**src/rtl/tsba_pkg.sv**
```systemverilog
// ----------------------------------------------------------------------------
// tsba_pkg
// Shared types and constants of the tile slot bitmap allocator.
// ----------------------------------------------------------------------------
`default_nettype none

package tsba_pkg;

    localparam int DEF_BITMAP_WORDS  = 5;
    localparam int DEF_OWNER_ENTRIES = 256;

    localparam int WORD_W        = 16;
    localparam int SLOT_W        = 8;
    localparam int OFFSET_W      = 7;
    localparam int OWNER_INDEX_W = 9;
    localparam int REQ_W         = 3;

    localparam logic [SLOT_W-1:0] SLOT_BASE    = 8'd48;
    localparam logic [SLOT_W-1:0] SLOT_FAIL    = 8'd128;
    localparam logic [SLOT_W-1:0] RESERVE_FROM = 8'd64;
    localparam logic [SLOT_W-1:0] OWNER_NONE   = 8'hff;
    localparam logic [WORD_W-1:0] NIBBLE       = 16'h000f;
    localparam logic [WORD_W-1:0] WORD_ALL     = 16'hffff;

    localparam logic [REQ_W-1:0] REQ_ALLOC_ONE   = 3'd0;
    localparam logic [REQ_W-1:0] REQ_ALLOC_GROUP = 3'd1;
    localparam logic [REQ_W-1:0] REQ_RELEASE     = 3'd2;
    localparam logic [REQ_W-1:0] REQ_RESERVE     = 3'd3;
    localparam logic [REQ_W-1:0] REQ_UNRESERVE   = 3'd4;

    typedef enum logic [1:0] {
        ST_CLEAR,
        ST_IDLE,
        ST_EXEC
    } state_t;

    // outcome of a free slot search: offset is word * 16 + bit
    typedef struct packed {
        logic                found;
        logic [OFFSET_W-1:0] offset;
    } find_t;

endpackage

`default_nettype wire

```
**src/rtl/tile_slot_bitmap_allocator.sv**
```systemverilog
// ----------------------------------------------------------------------------
// tile_slot_bitmap_allocator
// Bitmap free list of tile slots with an owner table and a reservation mode.
// ----------------------------------------------------------------------------
// The accept cycle of a request reads the owner table entry; the next cycle
// searches the free bitmap, writes back bitmap and owner entry and loads the
// result register, and no new request is taken before that. The owner table
// is a synchronous memory with one write and one read port; after reset all
// OWNER_ENTRIES entries (256 by default) are swept to the invalid mark, one
// entry per cycle, and in_stall stays high until the sweep is done. Slots run
// from 48 up; a failed allocation answers 128 and sets alloc_failed if no slot is 128.
`default_nettype none

module tile_slot_bitmap_allocator
    import tsba_pkg::*;
#(
    parameter int BITMAP_WORDS  = DEF_BITMAP_WORDS,
    parameter int OWNER_ENTRIES = DEF_OWNER_ENTRIES
)
(
    input  wire logic                     clk,
    input  wire logic                     rst_n,

    input  wire logic                     in_valid,
    output logic                          in_stall,
    input  wire logic [REQ_W-1:0]         req_type,
    input  wire logic [OWNER_INDEX_W-1:0] owner_index,
    input  wire logic                     group_release,

    output logic                          out_valid,
    input  wire logic                     out_stall,
    output logic [SLOT_W-1:0]             slot_number,
    output logic                          alloc_failed
);

    localparam int   WIDX_W      = (BITMAP_WORDS > 1) ? $clog2(BITMAP_WORDS) : 1;
    localparam int   OIDX_W      = $clog2(OWNER_ENTRIES);
    localparam int   SLOT_TOP    = 48 + 16 * BITMAP_WORDS;
    localparam logic FAIL_FLAG   = (SLOT_TOP <= 128) ? 1'b1 : 1'b0;
    localparam logic [10:0] OWNER_LIMIT = 11'(OWNER_ENTRIES);

    state_t state_reg, state_next;
    logic [OIDX_W-1:0] clr_cnt_reg, clr_cnt_next;

    logic [BITMAP_WORDS-1:0][WORD_W-1:0] bitmap_reg, bitmap_next;
    logic reserved_reg, reserved_next;

    logic [REQ_W-1:0]         req_reg;
    logic [OWNER_INDEX_W-1:0] owner_reg;
    logic                     group_reg;

    logic              out_valid_reg;
    logic [SLOT_W-1:0] slot_reg, slot_next;
    logic              failed_reg, failed_next;

    logic [SLOT_W-1:0] owner_mem [OWNER_ENTRIES];
    logic [SLOT_W-1:0] mem_rd_reg;
    logic              mem_we;
    logic [OIDX_W-1:0] mem_waddr;
    logic [SLOT_W-1:0] mem_wdata;
    logic              exec_we;
    logic [SLOT_W-1:0] exec_wdata;

    logic accept;
    find_t find;

    logic              owner_ok;
    logic [SLOT_W-1:0] rel_off;
    logic              rel_in_range;
    logic              rel_blocked;
    logic [WIDX_W-1:0] rel_word;
    logic [WIDX_W-1:0] find_word;
    logic [WORD_W-1:0] find_mask;
    logic [WORD_W-1:0] rel_mask;

    tsba_slot_find #(
        .BITMAP_WORDS (BITMAP_WORDS)
    ) u_find (
        .words  (bitmap_reg),
        .group  (req_reg == REQ_ALLOC_GROUP),
        .result (find)
    );

    // control
    always_ff @(posedge clk or negedge rst_n)
    begin
        if (!rst_n)
        begin
            state_reg     <= ST_CLEAR;
            clr_cnt_reg   <= '0;
            bitmap_reg    <= {BITMAP_WORDS{WORD_ALL}};
            reserved_reg  <= 1'b0;
            out_valid_reg <= 1'b0;
        end
        else
        begin
            state_reg     <= state_next;
            clr_cnt_reg   <= clr_cnt_next;
            bitmap_reg    <= bitmap_next;
            reserved_reg  <= reserved_next;
            out_valid_reg <= (state_reg == ST_EXEC) || (out_valid_reg && out_stall);
        end
    end

    always_comb
    begin
        state_next   = state_reg;
        clr_cnt_next = clr_cnt_reg;
        in_stall     = 1'b1;
        mem_we       = 1'b0;
        mem_waddr    = clr_cnt_reg;
        mem_wdata    = OWNER_NONE;
        case (state_reg)
            ST_CLEAR:
            begin
                mem_we       = 1'b1;
                clr_cnt_next = clr_cnt_reg + 1'b1;
                if (clr_cnt_reg == OIDX_W'(OWNER_ENTRIES - 1))
                begin
                    state_next = ST_IDLE;
                end
            end
            ST_IDLE:
            begin
                in_stall = out_valid_reg && out_stall;
                if (in_valid && !in_stall)
                begin
                    state_next = ST_EXEC;
                end
            end
            ST_EXEC:
            begin
                mem_we     = exec_we;
                mem_waddr  = OIDX_W'(owner_reg);
                mem_wdata  = exec_wdata;
                state_next = ST_IDLE;
            end
            default:
            begin
                state_next = ST_IDLE;
            end
        endcase
    end

    assign accept = in_valid && !in_stall;

    // request beat capture
    always_ff @(posedge clk)
    begin
        if (accept)
        begin
            req_reg   <= req_type;
            owner_reg <= owner_index;
            group_reg <= group_release;
        end
        if (state_reg == ST_EXEC)
        begin
            slot_reg   <= slot_next;
            failed_reg <= failed_next;
        end
    end

    // owner table
    always_ff @(posedge clk)
    begin
        if (mem_we)
        begin
            owner_mem[mem_waddr] <= mem_wdata;
        end
        mem_rd_reg <= owner_mem[OIDX_W'(owner_index)];
    end

    // read-modify-write datapath of the execute cycle
    always_comb
    begin
        owner_ok     = {2'b00, owner_reg} < OWNER_LIMIT;
        rel_off      = mem_rd_reg - SLOT_BASE;
        rel_in_range = (mem_rd_reg >= SLOT_BASE) && ({1'b0, mem_rd_reg} < 9'(SLOT_TOP));
        rel_blocked  = reserved_reg && (mem_rd_reg >= RESERVE_FROM);
        rel_word     = rel_off[WIDX_W+3:4];
        rel_mask     = group_reg ? (NIBBLE << rel_off[3:0])
                                 : (16'h0001 << rel_off[3:0]);
        find_word    = find.offset[WIDX_W+3:4];
        find_mask    = (req_reg == REQ_ALLOC_GROUP) ? (NIBBLE << find.offset[3:0])
                                                    : (16'h0001 << find.offset[3:0]);

        bitmap_next   = bitmap_reg;
        reserved_next = reserved_reg;
        slot_next     = '0;
        failed_next   = 1'b0;
        exec_we       = 1'b0;
        exec_wdata    = OWNER_NONE;

        if (state_reg == ST_EXEC)
        begin
            case (req_reg)
                REQ_ALLOC_ONE, REQ_ALLOC_GROUP:
                begin
                    if (find.found)
                    begin
                        bitmap_next[find_word] = bitmap_reg[find_word] & ~find_mask;
                        slot_next = SLOT_BASE + SLOT_W'(find.offset);
                    end
                    else
                    begin
                        // with a pool reaching past 127 the fail code looks like a slot
                        slot_next   = SLOT_FAIL;
                        failed_next = FAIL_FLAG;
                    end
                    exec_we    = owner_ok && !failed_next;
                    exec_wdata = slot_next;
                end
                REQ_RELEASE:
                begin
                    if (owner_ok && rel_in_range)
                    begin
                        if (!rel_blocked)
                        begin
                            bitmap_next[rel_word] = bitmap_reg[rel_word] | rel_mask;
                        end
                        exec_we = 1'b1;
                    end
                end
                REQ_RESERVE:
                begin
                    reserved_next = 1'b1;
                    for (int w = 1; w < BITMAP_WORDS; w++)
                    begin
                        bitmap_next[w] = '0;
                    end
                end
                REQ_UNRESERVE:
                begin
                    reserved_next = 1'b0;
                    for (int w = 1; w < BITMAP_WORDS; w++)
                    begin
                        bitmap_next[w] = WORD_ALL;
                    end
                end
                default:
                begin
                    slot_next = '0;
                end
            endcase
        end
    end

    assign out_valid    = out_valid_reg;
    assign slot_number  = slot_reg;
    assign alloc_failed = failed_reg;

endmodule

`default_nettype wire

```
**src/rtl/tsba_slot_find.sv**
```systemverilog
// ----------------------------------------------------------------------------
// tsba_slot_find
// Finds the lowest free bit, or the lowest fully free aligned nibble, in the
// first word of the free bitmap that has one.
// ----------------------------------------------------------------------------
`default_nettype none

module tsba_slot_find
    import tsba_pkg::*;
#(
    parameter int BITMAP_WORDS = DEF_BITMAP_WORDS
)
(
    input  wire logic [BITMAP_WORDS-1:0][WORD_W-1:0] words,
    input  wire logic                                group,
    output find_t                                    result
);

    localparam int WIDX_W = (BITMAP_WORDS > 1) ? $clog2(BITMAP_WORDS) : 1;

    logic [BITMAP_WORDS-1:0][WORD_W-1:0] cand;
    logic [BITMAP_WORDS-1:0]             hit;
    logic [BITMAP_WORDS-1:0][3:0]        low_bit;
    logic [WIDX_W-1:0]                   sel;

    always_comb
    begin
        for (int w = 0; w < BITMAP_WORDS; w++)
        begin
            // a group candidate is marked at the nibble's lowest bit
            cand[w] = '0;
            if (group)
            begin
                for (int n = 0; n < WORD_W / 4; n++)
                begin
                    cand[w][n*4] = &words[w][n*4 +: 4];
                end
            end
            else
            begin
                cand[w] = words[w];
            end
            hit[w] = |cand[w];
            low_bit[w] = '0;
            for (int i = WORD_W - 1; i >= 0; i--)
            begin
                if (cand[w][i])
                begin
                    low_bit[w] = 4'(i);
                end
            end
        end

        sel = '0;
        for (int w = BITMAP_WORDS - 1; w >= 0; w--)
        begin
            if (hit[w])
            begin
                sel = WIDX_W'(w);
            end
        end

        result.found  = |hit;
        result.offset = OFFSET_W'({sel, low_bit[sel]});
    end

endmodule

`default_nettype wire
```
**config.mk**
```make
export PLATFORM = sky130hd
export DESIGN_NAME = tile_slot_bitmap_allocator
export DESIGN_NICKNAME = d
export VERILOG_FILES = /design/src/rtl/tsba_pkg.sv /design/src/rtl/tile_slot_bitmap_allocator.sv /design/src/rtl/tsba_slot_find.sv
export SDC_FILE = /design/constraint.sdc
export NUM_CORES = 2
export LEC_CHECK = 0
export ABC_AREA = 1
export ABC_CLOCK_PERIOD_IN_PS = 18000
export BUFFER_PORTS_ARGS = -buffer_cell sky130_fd_sc_hd__buf_2
export CORE_MARGIN = 1
export CORE_UTILIZATION = 45
export DETAILED_ROUTE_END_ITERATION = 10
export PLACE_DENSITY_LB_ADDON = 0.3
export REMOVE_ABC_BUFFERS = 1
export SYNTH_ARGS = -nofsm -noshare
export SYNTH_HDL_FRONTEND = slang
export SYNTH_HIERARCHICAL = 1
export SYNTH_SLANG_ARGS = --single-unit
```
**constraint.sdc**
```tcl
create_clock -name clk -period 18 [get_ports clk]
set_input_delay 0.9 -clock clk [delete_from_list [all_inputs] [get_ports clk]]
set_output_delay 0.9 -clock clk [all_outputs]
set_load 0.005 [all_outputs]
```
After elaboration in Yosys (flattened, before gate mapping)

Memory sizes are Yosys's and may differ from the RTL's. A register that Yosys moved wholly into a read port is not among the register bits.
Index checks and enable logic that the tools add are counted.
W data, S select, Z words.

Reduce and logical (&&, ||, !) cells: 49
Equal/unequal tests: 12
Shift-type cells: 4
Add/subtract/negate cells: 3
Order comparisons: 8
Multiplexer cells: 161
Bitwise operators: 3

Operators by type and width:

| cell                   | number |
|---|---|
| $mux W4                | 81 |
| $pmux W64 S4           | 1 |
| $mux W80               | 3 |
| $bwmux W80             | 2 |
| $bmux W16 S3           | 2 |
| $demux W16 S3          | 2 |
| $mux W16               | 6 |
| $reduce_and A4 Y1      | 20 |
| $reduce_or A16 Y1      | 5 |
| $reduce_or A80 Y1      | 1 |
| $mux W3                | 25 |
| $mux W8                | 4 |
| $pmux W16 S2           | 1 |
| $shl A1 B4 Y16 const A | 2 |
| $shl A4 B4 Y16 const A | 2 |
| $mux W1                | 27 |
| $and A16 B16 Y16       | 1 |
| $not A16 Y16           | 1 |
| $or A16 B16 Y16        | 1 |
| $bmux W4 S3            | 1 |
| $ne A2 B2 Y1 const B   | 5 |
| $reduce_and A5 Y1      | 2 |
| $logic_and A1 B1 Y1    | 9 |
| $lt A9 B9 Y1 const B   | 1 |
| other kinds (25)       | 35 |

Register bits after elaboration: 114
Input port bits: 17
Output and inout bits: 11
Memory bits (writable): 2048
Memories: 1
Word-level logic and storage cells: 255

Memories:

| name      | depth | width | rd ports | clocked after memory_dff | write ports | RTL line                         | RTL |
|---|---|---|---|---|---|---|---|
| owner_mem | 256   | 8     | 1        | 1                        | 1           | tile_slot_bitmap_allocator.sv:56 | `logic [SLOT_W-1:0] owner_mem [OWNER_ENTRIES];` |

Longest topological paths before layout

Depth after elaboration: 27
Gate-level depth with buffers: 33
Gate-level depth less buffers: 31

Modules after synthesis

The synthesis kept the hierarchy.

Modules (own cells, without submodules):

| module                     | seq. area each (um2) | area each (um2) | cells each | times used |
|---|---|---|---|---|
| tile_slot_bitmap_allocator | 64722.1              | 90584.4         | 8074       | 1 |
| tsba_slot_find             | 0.0                  | 1622.8          | 368        | 1 |

Worst setup path before layout

OpenSTA, ideal clock, no wires.

Path type: register -> register
Start: register req_reg[2]
End: memory owner_mem[0][3], data pin
Data arrival time: 12.488 ns
Slack: 3.323 ns
Library setup time: 2.189 ns
Cell stages (with the launch flop): 21
Required time: 15.811 ns
Path buffers: 5
Clock period less this slack: 14.677 ns
Path through: edfxtp_1 -> inv_2 -> nand3_2 -> inv_1 -> buf_6 -> inv_4 -> buf_6 -> buf_6 -> o21ai_0 -> nand3_1 -> nor2_1 -> nand2_1 -> nand2_1 -> a21oi_1 -> o21ai_0 -> nand3_1 -> a21oi_1 -> clkbuf_1 -> inv_1 -> clkbuf_1 -> o21ai_0

RTL lines:

| item                   | RTL line                          | RTL |
|---|---|---|
| from (decl)            | tile_slot_bitmap_allocator.sv:48  | `logic [REQ_W-1:0] req_reg;` |
| from (signal assigned) | tile_slot_bitmap_allocator.sv:152 | `req_reg <= req_type;` |
| to (decl)              | tile_slot_bitmap_allocator.sv:56  |  |

==> qor.csv <==
stage,metric,value,unit
route,final WL,267000,um
setup_path,flop2flop setup slack,11.89,ns
logic_synthesis,adder-cell share of the synthesized area,0.0407,%
logic_synthesis,Synth top area share,67.4,%
route,Via Count,64680,
min_path,worst min-delay path category,primary input to asynchronous set/reset pin,
timing,worst relative slew slack,12.8,%
setup_path,CP Class,flop to flop,
cts,Post-CTS Setup Inserts,0,
cts,maximum root-to-sink buffer count,3,
finish,synth-to-layout area growth,10.3,%
global_routing,first-pass GRT wire length,397000,um
timing,Worst Tran Pin Value,1.31,ns
finish,max reg flops,2048,
logic_synthesis,post-synthesis sequential area ratio,70.2,%
logic_synthesis,commonest cells in the netlist,"nand2_1 (2483), nand3_1 (2103), edfxtp_1 (2070)",
route,First DRT Iteration DRCs,8226,
placement,dpl hpwl,151000,um
logic_synthesis,synthesized instance count,8442,
setup_path,crit-path max FO,85,
cts,CTS tree,built,
timing,fin crit share,34.0,%
timing,Setup Skew,0.0416,ns
finish,layout cell share with drive strength beyond 1,7.07,%
timing,final setup fails,0,
timing,fmax,164,MHz
logic_synthesis,xor and xnor area share after synthesis,0.0665,%
power,leak pwr,36.2,nW
cts,Clock Sinks,2170,
cts,"Gates resized, CTS repair",0,
setup_path,worst r2r src,req_reg[2],
setup_path,Worst Setup SP,req_reg[2],
finish,final cell count without fillers,11098,
floorplan,Die H,455,um
setup_path,arrival time worst endpoint,6.62,ns
global_routing,Overflow after GRT,0,
finish,fill cell count,17611,
timing,final hold violation count,0,
floorplan,Die W,455,um
timing,RSZ-0062 raised after global routing,no,
timing,Pins Over Slew Limit,0,
setup_path,CP endpoint kind,flop,
logic_synthesis,Area contributors post-synth,"edfxtp_1 (67%), nand3_1 (11%), nand2_1 (10%)",
logic_synthesis,largest family of logic cells by synthesized area,simple AND/OR/NAND/NOR gates,
run,# Max-Cap Violations,0,
timing,Setup TNS Final,0,ns
route,WL/cell,24.0,um
logic_synthesis,Synth Flop Type,edfxtp_1,
logic_synthesis,Compound-Gate Fraction of Synth Area,2.42,%
logic_synthesis,multiplexer share of the synthesized area,0,%
logic_synthesis,Yosys Warn Count,6,
global_routing,largest net degree at the start of global routing,213,
status,outcome,completed,
logic_synthesis,Syn Area/Cell,10.9,sq um
route,drt drc,0,
global_routing,initial antenna violation count,18,
floorplan,Starting Density,45.4,%
route,TritonRoute pass-1 iters,6,
floorplan,die area,207000,sq um
placement,"Cell Area, Placed",94400,sq um
cts,"Reg clk slew, reported paths",0.06,ns
setup_path,reg2reg path depth,17,
power,worst vdd ir,0.154,mV
logic_synthesis,library cells used by synthesis,56,
logic_synthesis,"FF+latch count, synth",2170,
finish,Final nets,8256,
power,Pwr per Cell Area,123,nW/um^2
logic_synthesis,top-count cell post-synth,nand2_1,
logic_synthesis,synthesized cell area,92200,sq um
finish,post-route cell area,102000,sq um
floorplan,Core Box Area,203000,sq um
cts,hold_buf cts,0,
cts,H-Tree Depth,4,
route,Antenna Nets Post-Route,0,
global_routing,total track usage,25.6,%
floorplan,Rows,165,
logic_synthesis,"EDFF count, synth",2070,
route,vias per cell,5.83,
placement,Port Buf Inserts,27,
logic_synthesis,post-synthesis simple-gate area fraction,24.0,%
cts,Clk Tree Root Cell,clkbuf_16,
cts,Clock Latency Late Sink,0.88,ns
global_routing,vias in the first global route,60795,
placement,Placed Cells,10690,
logic_synthesis,Synth async-reset ratio,4.24,%
setup_path,Critical Path Source Type,flop,
logic_synthesis,top cell type by total area after synthesis,edfxtp_1,
setup_path,capture point of the worst reg-to-reg path,owner_mem[105][6],
setup_path,critical path required time,18.51,ns
timing,Final Critical Period,6.11,ns
placement,Placer Congestion,0.969,
cts,CTS buffer count,216,
floorplan,IO Count,28,
metrics by stage:
| stage | utilization (%) | power (mW) | setup slack [ns] | hold WS [ns] |
|---|---|---|---|---|
| final | 50.1 | 12.5 | 11.89 | 0.326 |
| after floorplan | - | 7.12 | 2.90 | 0.456 |
| after detailed placement | 46.5 | 7.95 | 11.97 | 0.471 |
| after CTS | 50.1 | 12.5 | 11.89 | 0.283 |
| after global placement | 46.5 | 7.93 | 12.06 | 0.472 |
| after global routing | 50.1 | 12.9 | 11.31 | 0.293 |
cell usage in the layout (no fill, tap or decap), types with 19 or more instances in the layout:
cell type,count
buf_4,86
o22ai_1,19
nand3_1,2103
bufinv_16,28
edfxtp_1,2070
a31oi_1,33
nand2_2,19
dfstp_2,80
nand2_1,2465
clkinv_1,49
o21ai_0,125
clkbuf_1,44
nor2_1,474
a21oi_1,171
inv_1,156
clkbuf_16,221
nor3_1,21
buf_2,22
clkinv_2,37
cell type report:
class	count	area (sq um)	area share [%]
diodes	5	12.5	0.0123
clock buffers	272	5790	5.70
flip-flops and latches	2170	64700	63.7
well taps	2672	3340	3.29
inverters	178	698	0.687
clock inverters	131	1470	1.45
repair buffers	121	1000	0.985
multi-input cells	5549	24600	24.2
report_power, final:
| part | internal [mW] | total (mW) | switching, mW |
|---|---|---|---|
| clock network | 2.68 | 4.62 | 1.95 |
| logic | 0.425 | 1.86 | 1.44 |
| registers | 5.80 | 6.04 | 0.239 |
critical path: stages, from the launching register on:
cell and delay (ns):
edfxtp_1 0.46, inv_2 0.11, nand3_2 0.15, inv_1 0.09, buf_4 0.38, inv_4 0.32
o21ai_0 0.20, nand3_1 0.19, nor3_2 0.31, nand2_1 0.12, a31oi_1 0.46, inv_1 0.19
ha_1 0.24, a21oi_1 0.13, o21ai_0 0.21, nand2_4 0.40, buf_4 0.79, buf_4 0.86
how the worst max path moves through the flow:
stage                   endpoint  slack (ns)  cells past startpoint
6_report       owner_mem[105][6]       11.89                     17
5_1_grt        owner_mem[110][6]       11.31                     18
4_1_cts        owner_mem[110][6]       11.89                     17
3_5_place_dp   owner_mem[109][6]       11.97                     17
3_3_place_gp   owner_mem[104][6]       12.06                     18
2_1_floorplan    owner_mem[0][3]        2.90                     15
logic make-up after synthesis:
group	after synthesis
AND/OR/NAND/NOR	5133
flip-flops	2170
buffers and inverters	723
AO/OA/AOI/OAI	406
XOR/XNOR	7
adder cells (fa/ha/maj)	3
metal layers:
metal  wire length (um)  vias to the layer above  track usage (%)
li1                   -                    29303                -
met1             110000                    31665             36.1
met2             121000                     3176             39.1
met3              24400                      528             4.73
met4              10700                        8             10.1
met5                 57                        -                0
(Power assumes the default switching activity.)
